### src/rtl/rcpc_pkg.sv
package rcpc_pkg;

  localparam int unsigned FRAC_W = 24;
  localparam int unsigned NUM_W  = 56;   // dot product accumulator width
  localparam logic [FRAC_W-1:0] FRAC_MAX = {FRAC_W{1'b1}};

  typedef struct packed {
    logic              done;
    logic              sat;
    logic              rest;
    logic [FRAC_W-1:0] quot;
  } div_res_t;

endpackage

### src/rtl/rcpc_ram.sv
module rcpc_ram #(
  parameter int unsigned Width = 32,
  parameter int unsigned Depth = 8
) (
  input  logic                     clk_i,
  input  logic                     we_i,
  input  logic [$clog2(Depth)-1:0] waddr_i,
  input  logic [Width-1:0]         wdata_i,
  input  logic [$clog2(Depth)-1:0] raddr_i,
  output logic [Width-1:0]         rdata_o
);

  logic [Width-1:0] mem_q [Depth];

  always_ff @(posedge clk_i) begin
    if (we_i) begin
      mem_q[waddr_i] <= wdata_i;
    end
    rdata_o <= mem_q[raddr_i];
  end

endmodule

### src/rtl/rcpc_div.sv
// floor(n * 2^16 / d), one quotient bit per cycle, saturating at 2^24-1
module rcpc_div (
  input  logic                           clk_i,
  input  logic                           rst_ni,
  input  logic                           start_i,
  input  logic [rcpc_pkg::NUM_W-1:0]     num_i,
  input  logic [rcpc_pkg::NUM_W-1:0]     den_i,
  output rcpc_pkg::div_res_t             res_o
);

  localparam int unsigned RW = rcpc_pkg::NUM_W + 16;
  localparam int unsigned DW = rcpc_pkg::NUM_W + rcpc_pkg::FRAC_W - 1;
  localparam int unsigned SW = rcpc_pkg::NUM_W + 8;

  logic                        busy_q, done_q, sat_q;
  logic [4:0]                  cnt_q;
  logic [RW-1:0]               r_q;
  logic [DW-1:0]               dsh_q;
  logic [rcpc_pkg::FRAC_W-1:0] quot_q;
  logic [DW-1:0]               r_ext, diff;
  logic                        ge, sat_now;

  assign r_ext   = DW'(r_q);
  assign ge      = r_ext >= dsh_q;
  assign diff    = r_ext - dsh_q;
  assign sat_now = SW'(num_i) >= {den_i, 8'd0};

  always_ff @(posedge clk_i or negedge rst_ni) begin
    if (!rst_ni) begin
      busy_q <= 1'b0;
      done_q <= 1'b0;
      cnt_q  <= '0;
    end else begin
      done_q <= 1'b0;
      if (start_i) begin
        cnt_q <= '0;
        if (sat_now) begin
          done_q <= 1'b1;
        end else begin
          busy_q <= 1'b1;
        end
      end else if (busy_q) begin
        cnt_q <= cnt_q + 5'd1;
        if (cnt_q == 5'(rcpc_pkg::FRAC_W - 1)) begin
          busy_q <= 1'b0;
          done_q <= 1'b1;
        end
      end
    end
  end

  always_ff @(posedge clk_i) begin
    if (start_i) begin
      sat_q  <= sat_now;
      quot_q <= sat_now ? rcpc_pkg::FRAC_MAX : '0;
      r_q    <= {num_i, 16'd0};
      dsh_q  <= {den_i, 23'd0};
    end else if (busy_q) begin
      if (ge) begin
        r_q <= diff[RW-1:0];
      end
      quot_q <= {quot_q[rcpc_pkg::FRAC_W-2:0], ge};
      dsh_q  <= dsh_q >> 1;
    end
  end

  assign res_o.done = done_q;
  assign res_o.sat  = sat_q;
  assign res_o.rest = r_q != '0;
  assign res_o.quot = quot_q;

endmodule

### src/rtl/ray_convex_polygon_clip.sv
// channel | direction | handshake             | payload
// in      | input     | in_valid_i/in_ready_o | mode, edge_index, points, fraction, pose
// out     | output    | out_valid_o/out_ready_i | hit, hit_fraction, hit_normal_x/y
// cfg     | input     | cfg_valid_i/cfg_ready_o | edge_count (cfg_data_i)
// A query transforms the points, works through the edges in turn, runs a
// division for each edge that clips (cut short when the quotient saturates)
// and rotates the hit's normal; one shared 16x38 multiplier and a bit-serial divider
// set its length. One item at a time: in_ready_o is high only in idle, and a
// finished result waits in the output register while the next item is taken.
// Reset sets edge_count to 4; table contents are undefined until loaded.
module ray_convex_polygon_clip #(
  parameter int unsigned MAX_EDGES = 8
) (
  input  logic               clk_i,
  input  logic               rst_ni,
  input  logic               in_valid_i,
  output logic               in_ready_o,
  input  logic               mode_i,
  input  logic [2:0]         edge_index_i,
  input  logic signed [31:0] point_a_x_i,
  input  logic signed [31:0] point_a_y_i,
  input  logic signed [31:0] point_b_x_i,
  input  logic signed [31:0] point_b_y_i,
  input  logic [23:0]        max_fraction_i,
  input  logic signed [31:0] body_pos_x_i,
  input  logic signed [31:0] body_pos_y_i,
  input  logic signed [15:0] rot_cos_i,
  input  logic signed [15:0] rot_sin_i,
  output logic               out_valid_o,
  input  logic               out_ready_i,
  output logic               hit_o,
  output logic [23:0]        hit_fraction_o,
  output logic signed [15:0] hit_normal_x_o,
  output logic signed [15:0] hit_normal_y_o,
  input  logic               cfg_valid_i,
  output logic               cfg_ready_o,
  input  logic [3:0]         cfg_data_i
);

  localparam int unsigned AW = $clog2(MAX_EDGES);
  localparam int unsigned CW = $clog2(MAX_EDGES + 1);
  localparam int unsigned AccW = rcpc_pkg::NUM_W;

  localparam logic [3:0] S_IDLE = 4'd0;
  localparam logic [3:0] S_XF   = 4'd1;
  localparam logic [3:0] S_PRE  = 4'd2;
  localparam logic [3:0] S_RD   = 4'd3;
  localparam logic [3:0] S_VD   = 4'd4;
  localparam logic [3:0] S_NUM  = 4'd5;
  localparam logic [3:0] S_DEN  = 4'd6;
  localparam logic [3:0] S_DEC  = 4'd7;
  localparam logic [3:0] S_DIV  = 4'd8;
  localparam logic [3:0] S_NRM  = 4'd9;
  localparam logic [3:0] S_OUT  = 4'd10;

  logic [3:0]    state_q, state_d;
  logic [2:0]    k_q;
  logic [CW-1:0] i_q, cnt_q;
  logic [3:0]    edge_count_q;
  logic          hitf_q;

  logic signed [32:0] dxa_q, dya_q, dxb_q, dyb_q;
  logic signed [15:0] c_q, s_q, nx_q, ny_q, hnx_q, hny_q, wnx_q, wny_q;
  logic signed [36:0] p1x_q, p1y_q, p2x_q, p2y_q;
  logic signed [37:0] ddx_q, ddy_q, vdx_q, vdy_q;
  logic signed [AccW-1:0] acc_q, num_q, den_q;
  logic [23:0]   lower_q, upper_q;
  logic          enter_q;

  logic          out_valid_q, out_hit_q;
  logic [23:0]   out_frac_q;
  logic signed [15:0] out_nx_q, out_ny_q;

  // shared multiplier
  logic signed [15:0]     ma;
  logic signed [37:0]     mb;
  logic signed [53:0]     prod;
  logic                   msub;
  logic signed [AccW-1:0] sum, rnd;
  logic signed [15:0]     rsat;

  logic          accept, load_we, next_last;
  logic [63:0]   vrd;
  logic [31:0]   nrd;
  logic [AW-1:0] waddr;
  logic [CW-1:0] cnt_new;

  logic                  div_start;
  logic [AccW-1:0]       div_n, div_d;
  rcpc_pkg::div_res_t    div_res;
  logic                  take_lower, dmiss;
  logic [23:0]           new_lower, new_upper;

  assign in_ready_o  = state_q == S_IDLE;
  assign accept      = in_valid_i && in_ready_o;
  assign cfg_ready_o = 1'b1;
  assign load_we     = accept && !mode_i && (5'(edge_index_i) < 5'(MAX_EDGES));
  assign waddr       = AW'(edge_index_i);
  assign cnt_new     = ({1'b0, edge_count_q} > 5'(MAX_EDGES)) ? CW'(MAX_EDGES)
                                                               : CW'(edge_count_q);
  assign next_last   = (i_q + CW'(1)) == cnt_q;

  rcpc_ram #(.Width(64), .Depth(MAX_EDGES)) u_vtx (
    .clk_i   (clk_i),
    .we_i    (load_we),
    .waddr_i (waddr),
    .wdata_i ({point_a_y_i, point_a_x_i}),
    .raddr_i (i_q[AW-1:0]),
    .rdata_o (vrd)
  );

  rcpc_ram #(.Width(32), .Depth(MAX_EDGES)) u_nrm (
    .clk_i   (clk_i),
    .we_i    (load_we),
    .waddr_i (waddr),
    .wdata_i ({point_b_y_i[15:0], point_b_x_i[15:0]}),
    .raddr_i (i_q[AW-1:0]),
    .rdata_o (nrd)
  );

  always_comb begin
    ma   = '0;
    mb   = '0;
    msub = 1'b0;
    unique case (state_q)
      S_XF: begin
        unique case (k_q)
          3'd0: begin ma = c_q; mb = 38'(dxa_q); end
          3'd1: begin ma = s_q; mb = 38'(dya_q); end
          3'd2: begin ma = c_q; mb = 38'(dya_q); end
          3'd3: begin ma = s_q; mb = 38'(dxa_q); msub = 1'b1; end
          3'd4: begin ma = c_q; mb = 38'(dxb_q); end
          3'd5: begin ma = s_q; mb = 38'(dyb_q); end
          3'd6: begin ma = c_q; mb = 38'(dyb_q); end
          default: begin ma = s_q; mb = 38'(dxb_q); msub = 1'b1; end
        endcase
      end
      S_NUM: begin
        ma = k_q[0] ? ny_q : nx_q;
        mb = k_q[0] ? vdy_q : vdx_q;
      end
      S_DEN: begin
        ma = k_q[0] ? ny_q : nx_q;
        mb = k_q[0] ? ddy_q : ddx_q;
      end
      S_NRM: begin
        unique case (k_q[1:0])
          2'd0: begin ma = c_q; mb = 38'(hnx_q); end
          2'd1: begin ma = s_q; mb = 38'(hny_q); msub = 1'b1; end
          2'd2: begin ma = s_q; mb = 38'(hnx_q); end
          default: begin ma = c_q; mb = 38'(hny_q); end
        endcase
      end
      default: ;
    endcase
  end

  assign prod = ma * mb;
  assign sum  = !k_q[0] ? AccW'(prod) : (msub ? acc_q - AccW'(prod) : acc_q + AccW'(prod));
  assign rnd  = (sum + AccW'(8192)) >>> 14;
  assign rsat = (rnd > AccW'(32767)) ? 16'sh7fff :
                (rnd < -AccW'(32768)) ? 16'sh8000 : rnd[15:0];

  // edge decision: start a division where the edge clips
  always_comb begin
    div_start = 1'b0;
    div_n     = num_q;
    div_d     = den_q;
    if (state_q == S_DEC && den_q != '0) begin
      if (den_q[AccW-1] && num_q[AccW-1]) begin
        div_start = 1'b1;
        div_n     = -num_q;
        div_d     = -den_q;
      end else if (!den_q[AccW-1] && !num_q[AccW-1]) begin
        div_start = 1'b1;
      end
    end
  end

  rcpc_div u_div (
    .clk_i   (clk_i),
    .rst_ni  (rst_ni),
    .start_i (div_start),
    .num_i   (div_n),
    .den_i   (div_d),
    .res_o   (div_res)
  );

  assign take_lower = enter_q && (div_res.sat || div_res.quot > lower_q ||
                      (div_res.quot == lower_q && div_res.rest));
  assign new_lower  = take_lower ? div_res.quot : lower_q;
  assign new_upper  = (!enter_q && !div_res.sat && div_res.quot < upper_q) ? div_res.quot
                                                                          : upper_q;
  assign dmiss      = new_upper < new_lower;

  always_comb begin
    state_d = state_q;
    unique case (state_q)
      S_IDLE: if (accept) state_d = mode_i ? S_XF : S_OUT;
      S_XF:   if (k_q == 3'd7) state_d = S_PRE;
      S_PRE:  state_d = (cnt_q == '0) ? S_OUT : S_RD;
      S_RD:   state_d = S_VD;
      S_VD:   state_d = S_NUM;
      S_NUM:  if (k_q[0]) state_d = S_DEN;
      S_DEN:  if (k_q[0]) state_d = S_DEC;
      S_DEC: begin
        if (div_start) begin
          state_d = S_DIV;
        end else if (den_q == '0 ? num_q[AccW-1] : (!den_q[AccW-1] && num_q[AccW-1])) begin
          state_d = S_OUT;
        end else begin
          state_d = next_last ? (hitf_q ? S_NRM : S_OUT) : S_RD;
        end
      end
      S_DIV: begin
        if (div_res.done) begin
          if (dmiss) begin
            state_d = S_OUT;
          end else if (next_last) begin
            state_d = (hitf_q || take_lower) ? S_NRM : S_OUT;
          end else begin
            state_d = S_RD;
          end
        end
      end
      S_NRM:  if (k_q == 3'd3) state_d = S_OUT;
      S_OUT:  if (!out_valid_q || out_ready_i) state_d = S_IDLE;
      default: state_d = S_IDLE;
    endcase
  end

  always_ff @(posedge clk_i or negedge rst_ni) begin
    if (!rst_ni) begin
      state_q      <= S_IDLE;
      k_q          <= '0;
      i_q          <= '0;
      cnt_q        <= '0;
      edge_count_q <= 4'd4;
      hitf_q       <= 1'b0;
      out_valid_q  <= 1'b0;
    end else begin
      state_q <= state_d;
      if (cfg_valid_i) begin
        edge_count_q <= cfg_data_i;
      end
      if (state_d != state_q) begin
        k_q <= '0;
      end else begin
        k_q <= k_q + 3'd1;
      end
      if (accept) begin
        hitf_q <= 1'b0;
        cnt_q  <= cnt_new;
      end
      if (state_q == S_PRE) begin
        i_q <= '0;
      end
      // advance to the next edge
      if ((state_q == S_DEC || state_q == S_DIV) && state_d == S_RD) begin
        i_q <= i_q + CW'(1);
      end
      if (state_q == S_DIV && div_res.done && take_lower && !dmiss) begin
        hitf_q <= 1'b1;
      end
      // drop the hit on any miss
      if ((state_q == S_DEC || state_q == S_DIV) && state_d == S_OUT &&
          !(state_q == S_DEC && !div_start && next_last &&
            !(den_q == '0 ? num_q[AccW-1] : (!den_q[AccW-1] && num_q[AccW-1])))) begin
        hitf_q <= 1'b0;
      end
      if (state_q == S_OUT && (!out_valid_q || out_ready_i)) begin
        out_valid_q <= 1'b1;
      end else if (out_valid_q && out_ready_i) begin
        out_valid_q <= 1'b0;
      end
    end
  end

  always_ff @(posedge clk_i) begin
    if (accept) begin
      dxa_q   <= 33'(point_a_x_i) - 33'(body_pos_x_i);
      dya_q   <= 33'(point_a_y_i) - 33'(body_pos_y_i);
      dxb_q   <= 33'(point_b_x_i) - 33'(body_pos_x_i);
      dyb_q   <= 33'(point_b_y_i) - 33'(body_pos_y_i);
      c_q     <= rot_cos_i;
      s_q     <= rot_sin_i;
      upper_q <= max_fraction_i;
      lower_q <= '0;
    end
    if (state_q == S_XF || state_q == S_NUM || state_q == S_DEN || state_q == S_NRM) begin
      acc_q <= sum;
    end
    if (state_q == S_XF) begin
      unique case (k_q)
        3'd1: p1x_q <= rnd[36:0];
        3'd3: p1y_q <= rnd[36:0];
        3'd5: p2x_q <= rnd[36:0];
        3'd7: p2y_q <= rnd[36:0];
        default: ;
      endcase
    end
    if (state_q == S_PRE) begin
      ddx_q <= 38'(p2x_q) - 38'(p1x_q);
      ddy_q <= 38'(p2y_q) - 38'(p1y_q);
    end
    if (state_q == S_VD) begin
      vdx_q <= 38'($signed(vrd[31:0])) - 38'(p1x_q);
      vdy_q <= 38'($signed(vrd[63:32])) - 38'(p1y_q);
      nx_q  <= nrd[15:0];
      ny_q  <= nrd[31:16];
    end
    if (state_q == S_NUM && k_q[0]) begin
      num_q <= sum;
    end
    if (state_q == S_DEN && k_q[0]) begin
      den_q <= sum;
    end
    if (div_start) begin
      enter_q <= den_q[AccW-1];
    end
    if (state_q == S_DIV && div_res.done) begin
      lower_q <= new_lower;
      upper_q <= new_upper;
      if (take_lower) begin
        hnx_q <= nx_q;
        hny_q <= ny_q;
      end
    end
    if (state_q == S_NRM) begin
      if (k_q[1:0] == 2'd1) wnx_q <= rsat;
      if (k_q[1:0] == 2'd3) wny_q <= rsat;
    end
    if (state_q == S_OUT && (!out_valid_q || out_ready_i)) begin
      out_hit_q  <= hitf_q;
      out_frac_q <= hitf_q ? lower_q : '0;
      out_nx_q   <= hitf_q ? wnx_q : '0;
      out_ny_q   <= hitf_q ? wny_q : '0;
    end
  end

  assign out_valid_o    = out_valid_q;
  assign hit_o          = out_hit_q;
  assign hit_fraction_o = out_frac_q;
  assign hit_normal_x_o = out_nx_q;
  assign hit_normal_y_o = out_ny_q;

endmodule
### config.mk
export PLATFORM = sky130hd
export DESIGN_NAME = ray_convex_polygon_clip
export DESIGN_NICKNAME = d
export VERILOG_FILES = /design/src/rtl/rcpc_pkg.sv /design/src/rtl/rcpc_ram.sv /design/src/rtl/rcpc_div.sv /design/src/rtl/ray_convex_polygon_clip.sv
export SDC_FILE = /design/constraint.sdc
export NUM_CORES = 2
export LEC_CHECK = 0
export BUFFER_PORTS_ARGS = -buffer_cell sky130_fd_sc_hd__buf_2
export CAP_MARGIN = 0
export CORE_MARGIN = 2
export CORE_UTILIZATION = 60
export CTS_BUF_LIST = sky130_fd_sc_hd__clkbuf_16
export DETAILED_ROUTE_END_ITERATION = 10
export PLACE_DENSITY = 0.77
export RECOVER_POWER = 50
export SETUP_SLACK_MARGIN = 0.02
export SLEW_MARGIN = 20
export SYNTH_ARGS = -nofsm -noshare
export SYNTH_HDL_FRONTEND = slang
export SYNTH_SLANG_ARGS = --single-unit
### constraint.sdc
create_clock -name clk_i -period 45 [get_ports clk_i]
set_clock_uncertainty 0.15 [all_clocks]
set_input_delay 6.75 -clock clk_i [delete_from_list [all_inputs] [get_ports clk_i]]
set_output_delay 6.75 -clock clk_i [all_outputs]
set_load 0.02 [all_outputs]
== Word-level counts from Yosys, hierarchy flattened ==
Memories as Yosys holds them, arrays and structs flattened. A register that Yosys moved wholly into a read port is not among the register bits.
Index checks and enable logic that the tools add are counted.
Word-level totals
  flip-flop bits (word level): 1038
  memory bits (writable): 768
  input bits: 261
  output and inout port bits: 60
  word-level logic and storage cells: 248
  memories kept: 2
Memories
  u_vtx.mem_q: depth 8, bits a word 64, read ports 1, clocked after Yosys merged registers in 1, write ports 1, line rcpc_ram.sv:13  | logic [Width-1:0] mem_q [Depth];
  u_nrm.mem_q: depth 8, bits a word 32, read ports 1, clocked after Yosys merged registers in 1, write ports 1, line rcpc_ram.sv:13
Cells by class
  add/sub/neg operators: 17
  multipliers: 1
  $lt $le $gt $ge: 8
  equal/unequal tests: 27
  multiplexer cells: 76
  reductions and logical operators: 71
Operator list (number)
  $mux 56: 6
  $mux 24: 9
  $mux 72: 3
  $mux 79: 2
  $pmux 38 s4: 1
  $sub 32x32->33: 4
  $mux 38: 3
  $pmux 38 s3: 1
  $neg 56->56: 2
  $mux 16: 5
  $ge 72x79->1: 1
  $sub 32x37->38: 2
  $sub 37x37->38: 2
  $reduce_bool 72->1: 1
  $sub 72x72->72: 1
  $mux 4: 17
  $ge 56x64->1: 1
  $add 56x15->56 const B: 1
  $add 56x54->56: 1
  $logic_not 56->1: 1
  $reduce_bool 56->1: 1
  $sub 56x54->56: 1
  $mul 16x38->54: 1
  $lt 24x24->1: 2
  other kinds (40): 131

== Depth between registers and ports, before layout ==
  word-level depth: 14
  depth in mapped cells: 63

== Hierarchy ==
A second synthesis with hierarchy kept.
Unflattened totals
  cell total of the unflattened synthesis: 10452
  area, all modules: 120419.2 um^2
By module, submodules not included
  ray_convex_polygon_clip: times used 1, cells each 7730, area each 76027.9 um^2, seq. area each 25570.8 um^2
  rcpc_ram at u_vtx: times used 1, cells each 816, area each 20547.2 um^2, seq. area each 16656.0 um^2
  rcpc_div: times used 1, cells each 1491, area each 13377.8 um^2, seq. area each 5069.9 um^2
  rcpc_ram at u_nrm: times used 1, cells each 415, area each 10466.3 um^2, seq. area each 8328.0 um^2

== Worst setup path after synthesis ==
OpenSTA, ideal clock, no wires.
  kind: reg2reg
  from: register k_q[0]
  to: register wnx_q[11], data pin
  arrival: 14.935 ns
  data required time: 44.571 ns
  slack: 29.636 ns
  cell stages (with the launch flop): 55
  path buffers: 11
  clock period less this slack: 15.364 ns
  cells stage by stage: dfrtp_1 clkbuf_1 buf_1 clkbuf_1 clkbuf_1 buf_1 clkbuf_1 clkbuf_1 clkbuf_1 buf_1 mux2i_1 nor2_1 a221oi_1 clkbuf_1 nor2_1 fa_1 inv_1 fa_1 [... 19 more ...] o21ai_0 xor2_1 ha_1 and3_1 a32oi_1 o21ai_0 or3b_2 o221a_2 nor2_1 xnor2_1 mux2i_1 nor4b_4 nand3b_1 or4_1 and2_1 nor4_4 buf_4 a2111oi_2
On the way
  word-level cells in the longest chain between the ends: 12
RTL lines
  from (decl): line ray_convex_polygon_clip.sv:57  | logic [2:0] k_q;
  from (signal assigned): line ray_convex_polygon_clip.sv:249  | k_q <= k_q + 3'd1;
  $eq 3x3->1, or another cell as far along: line ray_convex_polygon_clip.sv:127  | unique case (k_q)
  $reduce_or 2->1 (no source line) or $reduce_or 4->1 (tied branches)
  $pmux 38 s3, or another cell as far along: line ray_convex_polygon_clip.sv:127
  $pmux 38 s4 or $pmux 16 s3 (tied branches): line ray_convex_polygon_clip.sv:125  | unique case (state_q)
  $mul 16x38->54: line ray_convex_polygon_clip.sv:158  | assign prod = ma * mb;
  $add 56x54->56 or $sub 56x54->56 (tied branches): line ray_convex_polygon_clip.sv:159  | assign sum = !k_q[0] ? AccW'(prod) : (msub ? acc_q - AccW'(prod) : acc_q + AccW'(prod));
  $mux 56: line ray_convex_polygon_clip.sv:159
  $mux 56 *: line ray_convex_polygon_clip.sv:159
  $add 56x15->56 *: line ray_convex_polygon_clip.sv:160  | assign rnd = (sum + AccW'(8192)) >>> 14;
  via rnd[35]: line ray_convex_polygon_clip.sv:79  | logic signed [AccW-1:0] sum, rnd;
  $lt 42x16->1: line ray_convex_polygon_clip.sv:162  | (rnd < -AccW'(32768)) ? 16'sh8000 : rnd[15:0];
  $mux 16: line ray_convex_polygon_clip.sv:162
  $mux 16 *: line ray_convex_polygon_clip.sv:161  | assign rsat = (rnd > AccW'(32767)) ? 16'sh7fff :
  via rsat[11]: line ray_convex_polygon_clip.sv:80  | logic signed [15:0] rsat;
  to (signal assigned): line ray_convex_polygon_clip.sv:330  | if (k_q[1:0] == 2'd1) wnx_q <= rsat;
  to (decl): line ray_convex_polygon_clip.sv:63  | logic signed [15:0] c_q, s_q, nx_q, ny_q, hnx_q, hny_q, wnx_q, wny_q;
Mark *: on every way through the listed nets, which the timed path passes. The rest lies on a longest branch.
A chain may end at the register's enable or synchronous reset.

== Worst setup path after layout ==
  from: register k_q[2]
  to: register wny_q[5], data pin
On the way
  word-level cells in the longest chain between the ends: 12
RTL lines
  $eq 3x3->1, or another cell as far along: line ray_convex_polygon_clip.sv:127
  $reduce_or 2->1 (no source line) or $reduce_or 4->1 (tied branches)
  $pmux 38 s3 or $mux 16 (tied branches): line ray_convex_polygon_clip.sv:127
  $pmux 38 s4 or $pmux 16 s3 (tied branches): line ray_convex_polygon_clip.sv:125
  $mul 16x38->54: line ray_convex_polygon_clip.sv:158
  $add 56x54->56 or $sub 56x54->56 (tied branches): line ray_convex_polygon_clip.sv:159
  $mux 56: line ray_convex_polygon_clip.sv:159
  $mux 56 *: line ray_convex_polygon_clip.sv:159
  via sum[39]: line ray_convex_polygon_clip.sv:79
  $add 56x15->56 *: line ray_convex_polygon_clip.sv:160
  via rnd[30]: line ray_convex_polygon_clip.sv:79
  $lt 42x16->1: line ray_convex_polygon_clip.sv:162
  $mux 16: line ray_convex_polygon_clip.sv:162
  $mux 16 *: line ray_convex_polygon_clip.sv:161
  via rsat[5]: line ray_convex_polygon_clip.sv:80
  to (signal assigned): line ray_convex_polygon_clip.sv:331  | if (k_q[1:0] == 2'd3) wny_q <= rsat;
  to (decl): line ray_convex_polygon_clip.sv:63
Marked as above.

==> metrics.txt <==
total CTS buffers 194; syn nets 11757; syn_area_per_cell approximately 12 sq um; Synth warnings 0; clock root buffer clkbuf_16; largest net degree at the start of global routing 100; die area approximately 200000 sq um; Hold Path Sink nx_q[9]; DRT Wirelength ~330000 um; # Post-CTS Setup Buffers 0; Final period util 0.4650; via/cell ratio 6.270; area delta synth->final 9.548%; IO buf count around 320; post-cts hold buffer count 0; commonest cells after routing, fill and taps aside edfxtp_1 (1739), inv_1 (1092), nor2_1 (910); Hold Path Class reg -> reg; max cap viols 27; layout cells sized above 1 0.1009; vias in the first global route approximately 85000; Final Setup Violations 0; row count between 150 and 200; Post-DP HPWL around 240000 um; headroom to the max-slew limit -3.780; crit start category register; RSZ-0062 raised after global routing false; Post-synth ARST share 0.01472; die height roughly 450 um; Antenna Nets Post-Route 0; CTS sink count between 1500 and 2000; initial antenna violation count 24; worst-case reg-to-reg path depth 47; vias about 84000; Worst Path Arrival 21350 ps; flop2flop setup slack 24080 ps; CTS tree built; crit-path max FO 36; most used cell, CP fa_1; Iteration-0 DRC Markers between 9000 and 10000; H-Tree Depth 4; Final TNS setup 0 ps; top post-synthesis cells by area edfxtp_1 (44%), fa_1 (9.8%), ha_1 (7.0%), mux4_2 (3.7%), inv_1 (3.3%); slowest cell delay on critical path between 2000 and 2500 ps; worst reg2reg path startpoint k_q[2]; slowest CP cell clkbuf_1; #FFs+latches synth about 1900; hold violation total from the final report 0; Tmin final roughly 21000 ps; WS Path Type reg -> reg; Hold Startpoint u_nrm.rdata_o[9]; slew at the pin closest to its max-slew limit about 7200 ps; Max Clk Rate 47.79 MHz; area occupied by registers roughly 56000 sq um; number of synthesized flops with an enable pin around 1700; Mapped Area ~120000 sq um; Post-Syn Instances approximately 10000; PostCTS Resize Cnt 0; Top FF cell, synth edfxtp_1; worst-skew pair later-pin latency between 800 and 900 ps; layout net count 12034; area of the multi-input gates roughly 58000 sq um; count of cell types in the netlist ~110; fill count around 14000; I/O pins 321; max-slew violations 1343; Worst Path Required between 40000 and 50000 ps; gr ovfl total 0; Yosys top cell area share 0.4411; Detailed Routing Iterations Pass 1 6; Wirelength per Cell between 20 and 25 um; final hold slack ~260 ps; DRC Markers 0; total core area between 150000 and 200000 sq um; Starting Density 0.6016; crit end category register; Hold Crit Depth 0; Max clock buf depth 3; status finished with violations; Reg-to-Reg End wny_q[5]; Worst-path clk slew around 60 ps; most common cell after layout, fill and taps aside edfxtp_1; failing checks capacitance limit, slew limit; GRT Util Overall 0.3316; sequential area share after synthesis 0.4698; Yosys top cell by area edfxtp_1; GP Congestion approximately 0.96; die width between 400 and 500 um; first-pass GRT wire length a little over 500000 um
[per-stage QoR]
step | setup WS, ps | area, sq um | utilization | cells
2_1_floorplan | 29640 | 118400 | - | 10254
3_3_place_gp | 27210 | 123300 | 0.6267 | 12973
3_5_place_dp | 27150 | 123400 | 0.6269 | 12974
4_1_cts | 27140 | 129900 | 0.6602 | 13341
5_1_grt | 23220 | 129700 | 0.6590 | 13348
6_report | 24080 | 129700 | 0.6590 | 13354
[per-layer routing]
metal / GRT usage / share of wire / up-vias
li1: - / - / 37464
met1: 0.4263 / 0.38 / 41589
met2: 0.5563 / 0.48 / 3931
met3: 0.05970 / 0.087 / 723
met4: 0.1379 / 0.046 / 18
met5: 0 / 0.00036 / -
[state kept, by name, summed over array words and instances (netlist names), 56 cells and up]
register / cells
acc_q: 56
u_div.dsh_q: 79
den_q: 56
u_vtx.mem_q: 512
u_div.r_q: 72
u_vtx.rdata_o: 64
num_q: 56
u_nrm.mem_q: 256
[how the worst max path moves through the flow]
stage	start	end	slack, ps	depth (start not counted)
after floorplan	k_q[0]	wnx_q[11]	29640	54
after detailed placement	state_q[0]	wnx_q[3]	27150	41
after global routing	k_q[2]	wnx_q[3]	23220	47
after CTS	state_q[0]	wnx_q[3]	27140	41
after global placement	k_q[0]	wnx_q[1]	27210	46
final	k_q[2]	wny_q[5]	24080	47
[cells by family after synthesis]
| group | count (synthesis) | share of synthesized area |
|---|---|---|
| buffers and inverters | 1424 | 0.04548 |
| and+or+nand+nor | 2847 | 0.1120 |
| adders and majority gates | 1242 | 0.1680 |
| other | 1 | 0.00003167 |
| muxes | 449 | 0.05976 |
| xor gates and xnor gates | 547 | 0.04046 |
| AOI/OAI and AO/OA | 1842 | 0.1044 |
| DFF | 1902 | 0.4698 |
[cells in the mapped netlist, drive strengths merged, types with 40 or more instances]
| library cell | number |
|---|---|
| buf | 61 |
| o21a | 96 |
| clkbuf | 314 |
| nand4 | 90 |
| nor2 | 921 |
| a211oi | 62 |
| nand2b | 85 |
| and3 | 66 |
| xor2 | 187 |
| o21ai | 416 |
| inv | 1048 |
| mux2i | 117 |
| or3 | 97 |
| and2 | 109 |
| a21oi | 424 |
| mux2 | 140 |
| a221oi | 52 |
| mux4 | 192 |
| a22oi | 43 |
| nand3 | 201 |
| fa | 580 |
| ha | 662 |
| a31oi | 52 |
| a21o | 194 |
| o31ai | 101 |
| nor4 | 70 |
| xnor2 | 360 |
| edfxtp | 1739 |
| nor3 | 219 |
| o21bai | 40 |
| dfxtp | 135 |
| a221o | 45 |
| nand2 | 790 |
| nor2b | 80 |
[area by class of cell]
| cell class | instances | share of cell area |
|---|---|---|
| Sequential cell | 1902 | 0.4290 |
| Inverter | 1049 | 0.03041 |
| Multi-Input combinational cell | 6928 | 0.4457 |
| Tap cell | 2640 | 0.02547 |
| Clock buffer | 198 | 0.03820 |
| Timing Repair Buffer | 456 | 0.01868 |
| Clock inverter | 169 | 0.01237 |
| Antenna cell | 12 | 0.0002315 |
[critical path, delay by kind of cell, from the launching register on]
kind            cells  cell delay, ps
compound gates     14            6150
buf+inv             8            4540
fa+ha+maj           9            4390
simple gates       13            4200
xor+xnor            3             820
flops               1             340
Power is left out: the tool's default activity adds up to more than one toggle a clock period on the data nets, which glitch-free logic cannot reach.
